[src/rtl/ssf_pkg.sv]
// shared widths, constants and types of the segment spot falloff unit
package ssf_pkg;

  localparam int COORD_BITS = 17;
  localparam int CFG_BITS   = 15;
  localparam int DIFF_BITS  = 18;
  localparam int PROD_BITS  = 36;
  localparam int SUM_BITS   = 37;
  localparam int SQ_BITS    = 35;
  localparam int NUM_BITS   = 70;
  localparam int QUO_BITS   = 35;
  localparam int DIST_BITS  = 18;
  localparam int ROOT_SQ_BITS = 38;
  localparam int AFB        = 16;
  localparam int AMT_BITS   = AFB + 1;

  localparam logic [AMT_BITS-1:0] AMT_FULL = AMT_BITS'(1) << AFB;

  typedef enum logic [1:0] {
    CFG_SPOT_X       = 2'd0,
    CFG_SPOT_Y       = 2'd1,
    CFG_INNER_RADIUS = 2'd2,
    CFG_OUTER_RADIUS = 2'd3
  } cfg_idx_e;

  typedef struct packed {
    logic full;
    logic zero;
  } ramp_flag_t;

endpackage

[src/rtl/ssf_isqrt.sv]
// integer square root, one root bit per stage
module ssf_isqrt (
  input  logic                              clk_i,
  input  logic                              rst_ni,
  input  logic                              en_i,
  input  logic                              valid_i,
  input  logic [ssf_pkg::QUO_BITS-1:0]      rad_i,
  output logic                              valid_o,
  output logic [ssf_pkg::DIST_BITS-1:0]     root_o
);

  localparam int RW = ssf_pkg::ROOT_SQ_BITS;

  logic                              v_q    [ssf_pkg::DIST_BITS];
  logic [ssf_pkg::QUO_BITS-1:0]      rad_q  [ssf_pkg::DIST_BITS];
  logic [ssf_pkg::DIST_BITS-1:0]     root_q [ssf_pkg::DIST_BITS];
  logic [RW-1:0]                     sq_q   [ssf_pkg::DIST_BITS];

  for (genvar g = 0; g < ssf_pkg::DIST_BITS; g++) begin : g_stage
    localparam int B = ssf_pkg::DIST_BITS - 1 - g;
    logic                           v_in;
    logic [ssf_pkg::QUO_BITS-1:0]   rad_in;
    logic [ssf_pkg::DIST_BITS-1:0]  root_in;
    logic [RW-1:0]                  sq_in, cand;
    logic                           take;

    if (g == 0) begin : g_first
      assign v_in    = valid_i;
      assign rad_in  = rad_i;
      assign root_in = '0;
      assign sq_in   = '0;
    end else begin : g_next
      assign v_in    = v_q[g-1];
      assign rad_in  = rad_q[g-1];
      assign root_in = root_q[g-1];
      assign sq_in   = sq_q[g-1];
    end

    // (root + 2^B)^2 = root^2 + root*2^(B+1) + 2^(2B)
    assign cand = sq_in + (RW'(root_in) << (B + 1)) + (RW'(1) << (2 * B));
    assign take = cand <= RW'(rad_in);

    always_ff @(posedge clk_i or negedge rst_ni) begin
      if (!rst_ni) begin
        v_q[g] <= 1'b0;
      end else if (en_i) begin
        v_q[g] <= v_in;
      end
    end

    always_ff @(posedge clk_i) begin
      if (en_i) begin
        rad_q[g]  <= rad_in;
        root_q[g] <= take ? (root_in | (ssf_pkg::DIST_BITS'(1) << B)) : root_in;
        sq_q[g]   <= take ? cand : sq_in;
      end
    end
  end

  assign valid_o = v_q[ssf_pkg::DIST_BITS-1];
  assign root_o  = root_q[ssf_pkg::DIST_BITS-1];

endmodule

[config.mk]
export PLATFORM = sky130hd
export DESIGN_NAME = ssf_isqrt
export DESIGN_NICKNAME = d
export VERILOG_FILES = /design/src/rtl/ssf_pkg.sv /design/src/rtl/ssf_isqrt.sv
export SDC_FILE = /design/constraint.sdc
export NUM_CORES = 2
export LEC_CHECK = 0
export BUFFER_PORTS_ARGS = -buffer_cell sky130_fd_sc_hd__buf_2
export CORE_MARGIN = 1
export CORE_UTILIZATION = 40
export CTS_CLUSTER_SIZE = 16
export DETAILED_ROUTE_END_ITERATION = 10
export GPL_TIMING_DRIVEN = 0
export SYNTH_ARGS = -nofsm -noshare
export SYNTH_HDL_FRONTEND = slang
export SYNTH_SLANG_ARGS = --single-unit
[constraint.sdc]
create_clock -name clk_i -period 10.2 [get_ports clk_i]
set_input_delay 2.04 -clock clk_i [delete_from_list [all_inputs] [get_ports clk_i]]
set_output_delay 2.04 -clock clk_i [all_outputs]
set_load 0.02 [all_outputs]
==> run summary <==
=====================================================================================
Relative slew margins                                                           10.2%
Slack of the worst reg-to-reg path                                            3.62 ns
Maximum capacitance violations                                                      0
Sequential element share of the synthesized area                                61.6%
Count of vias placed by the detailed router                                     29643
Most frequently used flop master after synthesis                         sky130_fd_sc_hd__edfxtp_1
Setup crit start kind                                                       flip-flop
H-tree lvl count                                                                    3
Portion of synthesized cell area occupied by the leading cell type              60.8%
Post-synthesis cell area                                                  52800 sq um
Required time of the critical path                                           10.72 ns
Cells along the critical path                                            ha_1 > o21ai_0 > o211ai_1 > a2111oi_0 > o31ai_1 > a21oi_1 > nor2_1 > nand4_1 > xnor2_1 > ha_1 > nand3_1 > or3_1 > or3_1 > nor4b_1 > o22ai_1 > a311oi_1 > nand4_1 > clkbuf_1 > nor3_1 > xor2_1
Clock latency of the later-clocked register in the worst-skew pair            0.73 ns
Post-detailed-route wirelength per cell                                       16.9 um
Total setup buffers inserted after CTS                                              0
Drt pass-1 iters                                                                    5
Number of sinks driven by the clock tree                                         1086
Initial Utilization                                                             40.5%
Count of filler cells inserted in the layout                                    11757
Total routed wirelength                                                        101 mm
Status                                                                   finished clean
Buffers & Inverters on Critical Path                                                1
Remaining antenna violation count                                                   0
Nets                                                                             4576
Leading area contributor after synthesis                                 sky130_fd_sc_hd__edfxtp_1
Number of setup violations in the final report                                      0
Residual DRC                                                                        0
Vertical extent of the die                                                     365 um
RSZ-0062 raised after global routing                                               no
Final worst-path cycle share                                                    64.5%
Type of the worst setup path                                                  reg2reg
Maximum number of buffers from clock root to sink                                   3
Count of final max-slew check failures                                              0
Antenna violations before repair                                                    0
Final period demand of the worst path                                         6.58 ns
Distinct cells, synth                                                              80
Post-route worst setup slack                                                  3.62 ns
I/O pins                                                                           58
Power density relative to cell area                                       189 nW/um^2
Arr. time, crit path                                                          7.10 ns
Largest fanout on the critical path                                                10
Actual transition at the worst max-transition pin                             1.31 ns
Clock root buffer                                                        sky130_fd_sc_hd__clkbuf_16
Warnings from Yosys                                                                 0
Number of global-route vias before repair                                       30794
Number of hold violations in the final report                                       0
Quantity of I/O buffers inserted on ports                                          57
Final Total Pwr                                                              11200 uW
Global-route wire length before repair                                         159 mm
Count of routing violations after the opening detailed-route iteration           1444
Peak VDD IR                                                                  0.177 mV
Avg Cell Area, Syn                                                         13.4 sq um
Post-synthesis instance total                                                    3944
Leakage Power                                                               0.0231 uW
Antenna Cells                                                                       0
Flip-flop and latch count after synthesis                                        1086
Number of placement rows                                                          132
Via density per instance                                                         4.97
Global route total overflow                                                         0
Largest net degree at the start of global routing                                 139
Max Clock Skew                                                              0.0454 ns
Slowest Stage Delay on Critical Path                                          0.87 ns
Post-synth EDFFs                                                                 1068
Worst min-delay path class                                                    reg2reg
Overall track demand over capacity in global routing                            15.3%
Routability congestion estimate                                                 0.905
Top achievable clock speed                                                  0.152 GHz
Core region area                                                         130000 sq um
Endpoint type of the worst setup path                                       flip-flop
Synth async-reset ratio                                                         1.66%
Multi-input gate area in the final layout                                 18800 sq um
Largest cells by area after synthesis                                    sky130_fd_sc_hd__edfxtp_1 (61%), sky130_fd_sc_hd__ha_1 (9.7%), sky130_fd_sc_hd__xnor2_1 (3.6%)
Share of layout cells above drive strength 1                                    9.33%
Largest delay contributor family on the critical path                    compound AO/OA/AOI/OAI gates
Worst-path cell with the longest stage delay                             sky130_fd_sc_hd__a2111oi_0
Clock transition at the registers of the reported paths                       0.06 ns
Layout overhead on the synthesized area                                         12.5%
TritonCTS clock tree                                                            built
Estimated wirelength of the detail-placed design                              77.6 mm
Number of resized instances in the post-cts repair step                             0
Overall die width                                                              365 um
Area of the die                                                          133000 sq um
Num CTS Buffers                                                                   113
Register cell area after layout                                           32500 sq um
Worst setup slack before clock tree synthesis                                 3.65 ns
Hold-fix buffers at CTS                                                             0
=====================================================================================
logic make-up (layout without fill, tap and decap cells):
group / after synthesis / in the layout / share of synthesized area, %
buffers and inverters: 383 / 662 / 2.76
AOI/OAI and AO/OA: 587 / 587 / 7.29
xor gates and xnor gates: 382 / 382 / 6.34
muxes: 127 / 127 / 2.70
and+or+nand+nor: 968 / 968 / 9.53
other: 1 / 3 / 0.00711
DFF: 1086 / 1086 / 61.6
adders and majority gates: 410 / 410 / 9.72
state kept, by name (all words and copies together), names as in the netlist:
| name | cells |
|---|---|
| root_q | 155 |
| g_stage.v_in | 17 |
| valid_o | 1 |
| sq_q | 318 |
| rad_q | 595 |
worst paths after layout:
path / from / to / depth (start not counted)
max: root_q[13][7]$_DFFE_PP_ / sq_q[14][33]$_DFFE_PP_ / 20
min: rad_q[0][29]$_DFFE_PP_ / rad_q[1][29]$_DFFE_PP_ / 0
max reg2reg: root_q[13][7]$_DFFE_PP_ / sq_q[14][33]$_DFFE_PP_ / 20
min reg2reg: rad_q[0][29]$_DFFE_PP_ / rad_q[1][29]$_DFFE_PP_ / 0
max in group asynchronous: rst_ni / valid_o$_DFFE_PN0P_ / 1
min in group asynchronous: rst_ni / g_stage[1].v_in$_DFFE_PN0P_ / 1
layer usage:
metal  track usage (%)  part of all wire (%)
met1              14.6                    36
met2              30.9                    56
met3              2.42                   2.5
met4              7.98                   5.4
met5                 0                     0
placed cells by master (no fill, tap or decap), types with 21 or more instances in the layout:
cell type and instances:
sky130_fd_sc_hd__nand2_1 176, sky130_fd_sc_hd__nor4_1 58, sky130_fd_sc_hd__clkbuf_16 113, sky130_fd_sc_hd__xnor2_1 216, sky130_fd_sc_hd__clkinv_1 29, sky130_fd_sc_hd__xor2_1 166, sky130_fd_sc_hd__and2_1 55, sky130_fd_sc_hd__a21o_1 121
sky130_fd_sc_hd__a31oi_1 33, sky130_fd_sc_hd__clkinv_2 21, sky130_fd_sc_hd__and3_1 26, sky130_fd_sc_hd__edfxtp_1 1068, sky130_fd_sc_hd__nand2b_1 29, sky130_fd_sc_hd__nand3_1 108, sky130_fd_sc_hd__buf_2 59, sky130_fd_sc_hd__nand4_1 87
sky130_fd_sc_hd__nor3_1 69, sky130_fd_sc_hd__o21ai_0 75, sky130_fd_sc_hd__ha_1 410, sky130_fd_sc_hd__inv_1 343, sky130_fd_sc_hd__clkbuf_1 45, sky130_fd_sc_hd__nor2_1 211, sky130_fd_sc_hd__nor2b_1 53, sky130_fd_sc_hd__a21oi_1 177
sky130_fd_sc_hd__o21bai_1 26, sky130_fd_sc_hd__mux2_2 123
cells in the mapped netlist (all sizes together), types with 17 or more instances:
master and count:
a211oi 19, a21o 121, a21oi 177, a31oi 33, and2 56, and3 26, clkbuf 31, dfrtp 18
edfxtp 1068, ha 410, inv 343, mux2 123, nand2 176, nand2b 29, nand3 108, nand4 87
nor2 211, nor2b 53, nor3 69, nor4 58, o211ai 17, o21a 18, o21ai 79, o21bai 26
xnor2 216, xor2 166
layout make-up:
class                           instances  area share [%]
Clock inverter                         86            1.66
Clock buffer                          127            4.85
Multi-Input combinational cell       2477            31.7
Timing Repair Buffer                   66           0.915
Sequential cell                      1086            54.8
Inverter                              344            2.18
Buffer                                 39           0.278
Tap cell                             1742            3.67
where the power goes:
part           total (uW)  leakage [uW]  switching [uW]  internal [uW]
Combinational        1560        0.0106             891            669
Sequential           5490        0.0107             203           5290
Clock                4170       0.00185            1720           2450
metrics by stage:
step                utilization (%)  hold slack, ns  cell area [sq um]  setup TNS (ns)  cells
floorplan                         -           0.400              52800               0   3946
global placement               42.4           0.404              55200        -9621.53   5745
detailed placement             42.6           0.405              55500               0   5754
CTS                            45.6           0.419              59400               0   5967
global route                   45.6           0.424              59400               0   5967
finish                         45.6           0.418              59400               0   5967
No activity file was read; power rests on OpenSTA's default activity.
