<file path="src/rtl/ssf_pkg.sv">
// shared widths, constants and types of the segment spot falloff unit
package ssf_pkg;

  localparam int COORD_BITS = 17;
  localparam int CFG_BITS   = 15;
  localparam int DIFF_BITS  = 18;
  localparam int PROD_BITS  = 36;
  localparam int SUM_BITS   = 37;
  localparam int SQ_BITS    = 35;
  localparam int NUM_BITS   = 70;
  localparam int QUO_BITS   = 35;
  localparam int DIST_BITS  = 18;
  localparam int ROOT_SQ_BITS = 38;
  localparam int AFB        = 16;
  localparam int AMT_BITS   = AFB + 1;

  localparam logic [AMT_BITS-1:0] AMT_FULL = AMT_BITS'(1) << AFB;

  typedef enum logic [1:0] {
    CFG_SPOT_X       = 2'd0,
    CFG_SPOT_Y       = 2'd1,
    CFG_INNER_RADIUS = 2'd2,
    CFG_OUTER_RADIUS = 2'd3
  } cfg_idx_e;

  typedef struct packed {
    logic full;
    logic zero;
  } ramp_flag_t;

endpackage

</file>
<file path="src/rtl/ssf_ramp.sv">
// radius compare and falloff ramp divider
module ssf_ramp (
  input  logic                              clk_i,
  input  logic                              rst_ni,
  input  logic                              en_i,
  input  logic                              valid_i,
  input  logic [ssf_pkg::DIST_BITS-1:0]     dist_i,
  input  logic [ssf_pkg::CFG_BITS-1:0]      inner_i,
  input  logic [ssf_pkg::CFG_BITS-1:0]      outer_i,
  output logic                              valid_o,
  output logic [ssf_pkg::DIST_BITS-1:0]     dist_o,
  output logic [ssf_pkg::AMT_BITS-1:0]      amount_o
);

  localparam int NS = ssf_pkg::AMT_BITS;
  localparam int CW = ssf_pkg::CFG_BITS;

  // compare stage
  logic                          v0_q;
  logic [ssf_pkg::DIST_BITS-1:0] d0_q;
  ssf_pkg::ramp_flag_t           f0_q, f0_d;
  logic [CW-1:0]                 diff0_q, den0_q;

  logic                          v_q    [NS];
  logic [ssf_pkg::DIST_BITS-1:0] dist_q [NS];
  ssf_pkg::ramp_flag_t           f_q    [NS];
  logic [CW-1:0]                 r_q    [NS];
  logic [CW-1:0]                 den_q  [NS];
  logic [NS-1:0]                 lo_q   [NS];
  logic [NS-1:0]                 q_q    [NS];

  always_comb begin
    f0_d.full = dist_i < ssf_pkg::DIST_BITS'(inner_i);
    f0_d.zero = !f0_d.full && ((dist_i > ssf_pkg::DIST_BITS'(outer_i)) ||
                               (outer_i == inner_i));
  end

  always_ff @(posedge clk_i or negedge rst_ni) begin
    if (!rst_ni) begin
      v0_q <= 1'b0;
    end else if (en_i) begin
      v0_q <= valid_i;
    end
  end

  always_ff @(posedge clk_i) begin
    if (en_i) begin
      d0_q    <= dist_i;
      f0_q    <= f0_d;
      diff0_q <= outer_i - dist_i[CW-1:0];
      den0_q  <= outer_i - inner_i;
    end
  end

  for (genvar g = 0; g < NS; g++) begin : g_stage
    logic                          v_in;
    logic [ssf_pkg::DIST_BITS-1:0] dist_in;
    ssf_pkg::ramp_flag_t           f_in;
    logic [CW-1:0]                 r_in, den_in;
    logic [NS-1:0]                 lo_in, q_in;
    logic [CW:0]                   t, sub;
    logic                          ge;

    if (g == 0) begin : g_first
      // numerator is diff shifted up by the fraction bits
      assign v_in    = v0_q;
      assign dist_in = d0_q;
      assign f_in    = f0_q;
      assign r_in    = diff0_q >> 1;
      assign den_in  = den0_q;
      assign lo_in   = {diff0_q[0], {(NS-1){1'b0}}};
      assign q_in    = '0;
    end else begin : g_next
      assign v_in    = v_q[g-1];
      assign dist_in = dist_q[g-1];
      assign f_in    = f_q[g-1];
      assign r_in    = r_q[g-1];
      assign den_in  = den_q[g-1];
      assign lo_in   = lo_q[g-1];
      assign q_in    = q_q[g-1];
    end

    assign t   = {r_in, lo_in[NS-1]};
    assign sub = t - {1'b0, den_in};
    assign ge  = t >= {1'b0, den_in};

    always_ff @(posedge clk_i or negedge rst_ni) begin
      if (!rst_ni) begin
        v_q[g] <= 1'b0;
      end else if (en_i) begin
        v_q[g] <= v_in;
      end
    end

    always_ff @(posedge clk_i) begin
      if (en_i) begin
        dist_q[g] <= dist_in;
        f_q[g]    <= f_in;
        r_q[g]    <= ge ? sub[CW-1:0] : t[CW-1:0];
        den_q[g]  <= den_in;
        lo_q[g]   <= {lo_in[NS-2:0], 1'b0};
        q_q[g]    <= {q_in[NS-2:0], ge};
      end
    end
  end

  assign valid_o  = v_q[NS-1];
  assign dist_o   = dist_q[NS-1];
  assign amount_o = f_q[NS-1].full ? ssf_pkg::AMT_FULL :
                    f_q[NS-1].zero ? '0 : q_q[NS-1];

endmodule

</file>
<file path="config.mk">
export PLATFORM = sky130hd
export DESIGN_NAME = ssf_ramp
export DESIGN_NICKNAME = d
export VERILOG_FILES = /design/src/rtl/ssf_pkg.sv /design/src/rtl/ssf_ramp.sv
export SDC_FILE = /design/constraint.sdc
export NUM_CORES = 1
export LEC_CHECK = 0
export CAP_MARGIN = 20
export CORE_AREA = 2 2 266 334
export DETAILED_ROUTE_END_ITERATION = 12
export DIE_AREA = 0 0 268 336
export DONT_BUFFER_PORTS = 1
export PLACE_DENSITY = 0.73
export SLEW_MARGIN = 10
export SYNTH_ARGS = -nofsm -noshare
export SYNTH_HDL_FRONTEND = slang
export SYNTH_SLANG_ARGS = --single-unit
</file>
<file path="constraint.sdc">
create_clock -name clk_i -period 3.3 [get_ports clk_i]
set_clock_uncertainty 0.1 [all_clocks]
set_input_delay 0 -clock clk_i [delete_from_list [all_inputs] [get_ports clk_i]]
set_output_delay 0 -clock clk_i [all_outputs]
set_load 0.05 [all_outputs]
</file>
==> results.txt <==
Core box area: 86700 µm²
Number of buffers created by CTS: 100
Cell family with most CP delay: buffers and inverters
Final ANT Viol Nets: 0
CP Capture Type: flop
Filler Cell Count: 6246
CTS tree: yes
Hold WS: 81.5 ps
Total global routing overflow: 0
First-pass GRT wire length: 136000 µm
Crit path buf inv count: 5
Setup crit start kind: input port
TritonCTS Sinks: 1041
Status: completed
Post-synth EDFFs: 1023
Peak VDD IR: 0.000503 V
Post-Synthesis Cell Area: 48400 µm²
I/O pin cnt: 88
Synthesized net count: 3770
Iter 0 DRT Violations: 1381
GRT Util Overall: 19.0%
Power Dens Cells: 895 nW/µm²
Share of layout cells above drive strength 1: 11.7%
FF+latch area: 31200 µm²
CTS H-tree lvls: 3
Maxcap violations: 0
Drt wl/cell: 17.6 µm
Slowest cell on the critical path: dlygate4sd3_1
Dpl cell area: 49900 µm²
Tcrit/Tclk final: 97.3%
CTS Root Cell: clkbuf_16
Post-synth ARST share: 1.73%
Clock latency on the worst-skew pair: 680 ps
Worst slack, placed: -224 ps
First-pass iteration count of the detailed router: 5
Multi-input logic area: 15500 µm²
Port buffer count: 0
Final setup fails: 0
Initial Util: 55.8%
Cell count after placement: 4525
Gate power share: 35.8%
Hold_sp: dist_i[0]
Diodes inserted: 0
Proportion of synthesized area in mux cells: 4.92%
FP Rows: 121
DRC errors left: 0
Xor and xnor area share after synthesis: 3.73%
FF+latch count, synth: 1041
Syn Inst Count: 3389
Die ar.: 90000 µm²
Syn Area/Cell: 14.3 µm²
Vias per Instance: 5.51
Clock power share: 24.2%
Reg clk slew, reported paths: 70 ps
CTS Buffer Depth: 3
Vias in the first global route: 27319
Final Hold Fails: 0
Yosys cell types: 72
R2R cell count: 10
Slew @ Worst Pin: 1210 ps
Final non-filler cell area: 54400 µm²
Commonest non-fill, non-tap cell in the layout: edfxtp_1
Synth Area in Compound Gates: 9.32%
Pleak: 21.3 nW
WP data arrival: 3550 ps
Main synth FF type: edfxtp_1
Final worst slack: 87.8 ps
Horiz. Die Dim: 268 µm
Highest Clock Rate: 0.311 GHz
Post-layout util: 62.7%
RePlAce Congestion: 0.906
Highest-count cells in the layout ignoring fill and taps: 1023 x edfxtp_1, 361 x inv_1, 310 x ha_1, 197 x a21oi_1, 172 x nor2_1
Pint: 33.6 mW
Non-filler cells, final: 4799
Sequential share of the synthesized area: 64.4%
DR vias: 26444
Syn. warnings: 0
Die Ht: 336 µm
DP HPWL: 54100 µm
Main combinational cell family by area after synthesis: compound AO/OA/AOI/OAI gates
Hold path cells: 1
Reg2reg end: r_q[0][141]
Slew headroom: 19.1%
Reg2reg start: r_q[0][121]
Switching pwr: 15.1 mW
P&R area growth vs syn: 12.4%
Simple-Gate Fraction of Synth Area: 5.21%
Final min period: 3210 ps
Worst Hold Class: input port to flop
Initial antenna violation count: 1
Adder-cell share of the synthesized area: 8.78%
CP max FO: 8
Reg2reg setup slack: 150 ps
Slowest stage delay, CP: 690 ps
Worst EP required: 3640 ps
Slew Viols, Final: 0
Most Frequent Cell on Critical Path: dlygate4sd3_1
Hold Path Sink: d0_q[0]
WS Path Type: input port to flop
Switching Share: 31.0%
Largest net degree at the start of global routing: 256
Routed wire length: 84400 µm
Critical Path, Cell by Cell: dlygate4sd3_1, dlygate4sd3_1, inv_1, ha_2, a21oi_1, dlygate4sd3_1, o21ai_1, a221oi_2, xnor2_1, dlygate4sd3_1
Nets: 3934
Sequential Power Share: 40.0%
## stage by stage
stage                     TNS (ps)  power, mW
after floorplan                  0       32.8
after global placement       -1850       36.3
after detailed placement     -2730       36.8
after CTS                        0       48.9
after global routing         -60.0       51.5
final                            0       48.7
## sequential cells by signal, indices dropped and copies added, names as in the netlist
register and count:
dist_q 306, den_q 240, r_q 240, q_q 153
f_q 34, d0_q 18, g_stage.v_in 17, den0_q 15
diff0_q 15, f0_q 2, valid_o 1
## final cells by class
| type | instances | share of cell area, % |
|---|---|---|
| clock buffers | 114 | 4.70 |
| clock inverters | 66 | 1.63 |
| inverters | 361 | 2.49 |
| multi-input cells | 1920 | 28.5 |
| flip-flops and latches | 1041 | 57.3 |
| well taps | 1168 | 2.69 |
| repair buffers | 129 | 2.65 |
## power groups by stage
stage                     clock network (mW)  registers [mW]  logic (mW)
final                                   11.8            19.5        17.4
after global routing                    12.5            19.7        19.3
after CTS                               12.0            19.5        17.4
after detailed placement                   0            19.7        17.1
after global placement                     0            19.6        16.7
after floorplan                            0            19.1        13.7
## metal layers
metal	share of wire (%)	vias to the layer above	GRT usage [%]
li1	-	12846	-
met1	37	12837	20.3
met2	55	515	36.7
met3	3.7	244	3.10
met4	3.9	2	7.98
met5	0.015	-	0
## Yosys cell counts (all sizes together), types with 5 or more instances
master	instances	share of area, %
o31ai	11	0.26
and3	16	0.21
edfxtp	1023	63
a31oi	26	0.35
mux2	191	4.6
ha	311	8.0
a211o	18	0.33
nor3	19	0.20
inv	361	2.8
nor2b	43	0.60
nand2	80	0.62
or2	7	0.090
and2	27	0.35
or3	8	0.10
a21oi	203	2.1
and4	7	0.13
a2111oi	7	0.13
nor4	7	0.090
xnor2	158	2.9
mux2i	15	0.31
buf	37	0.60
nor2	172	1.3
xor2	48	0.87
a221oi	8	0.14
a21o	85	1.3
nand4	37	0.48
nand3	36	0.38
o21a	67	1.0
a31o	5	0.090
a41oi	12	0.46
o31a	10	0.18
dfrtp	18	0.93
o21bai	24	0.40
o22ai	7	0.10
o41ai	7	0.14
o21ai	123	1.3
a21boi	13	0.20
nand2b	45	0.58
a211oi	22	0.34
clkbuf	30	0.24
fa	18	0.74
## worst max-delay path by stage
stage                              to        start  depth (start not counted)  slack [ps]
after global routing      diff0_q[14]    dist_i[4]                         11         -30
after floorplan           r_q[0][112]   r_q[0][91]                         10         430
final                     diff0_q[14]    dist_i[9]                         10          90
after CTS                 diff0_q[14]    dist_i[4]                         11          10
after detailed placement  r_q[0][133]  r_q[0][113]                          9        -220
after global placement    r_q[0][126]  r_q[0][113]                          9        -220
## cell families (layout without fill, tap and decap cells)
group,count (synthesis),count (layout)
DFF,1041,1041
AOI/OAI and AO/OA,672,672
and+or+nand+nor,507,507
xor gates and xnor gates,206,206
buffers and inverters,428,670
adders and majority gates,329,329
muxes,206,206
## repair_timing
| action | 4_1_cts | 5_1_grt |
|---|---|---|
| setup buffers | 0 | 1 |
| hold endpoints to repair | 237 | 0 |
| setup endpoints to repair | 33 | 21 |
| pin swaps | 0 | 2 |
| hold buffers | 92 | 0 |
| resized for setup | 4 | 7 |
Power figures use the tool's default switching activity.
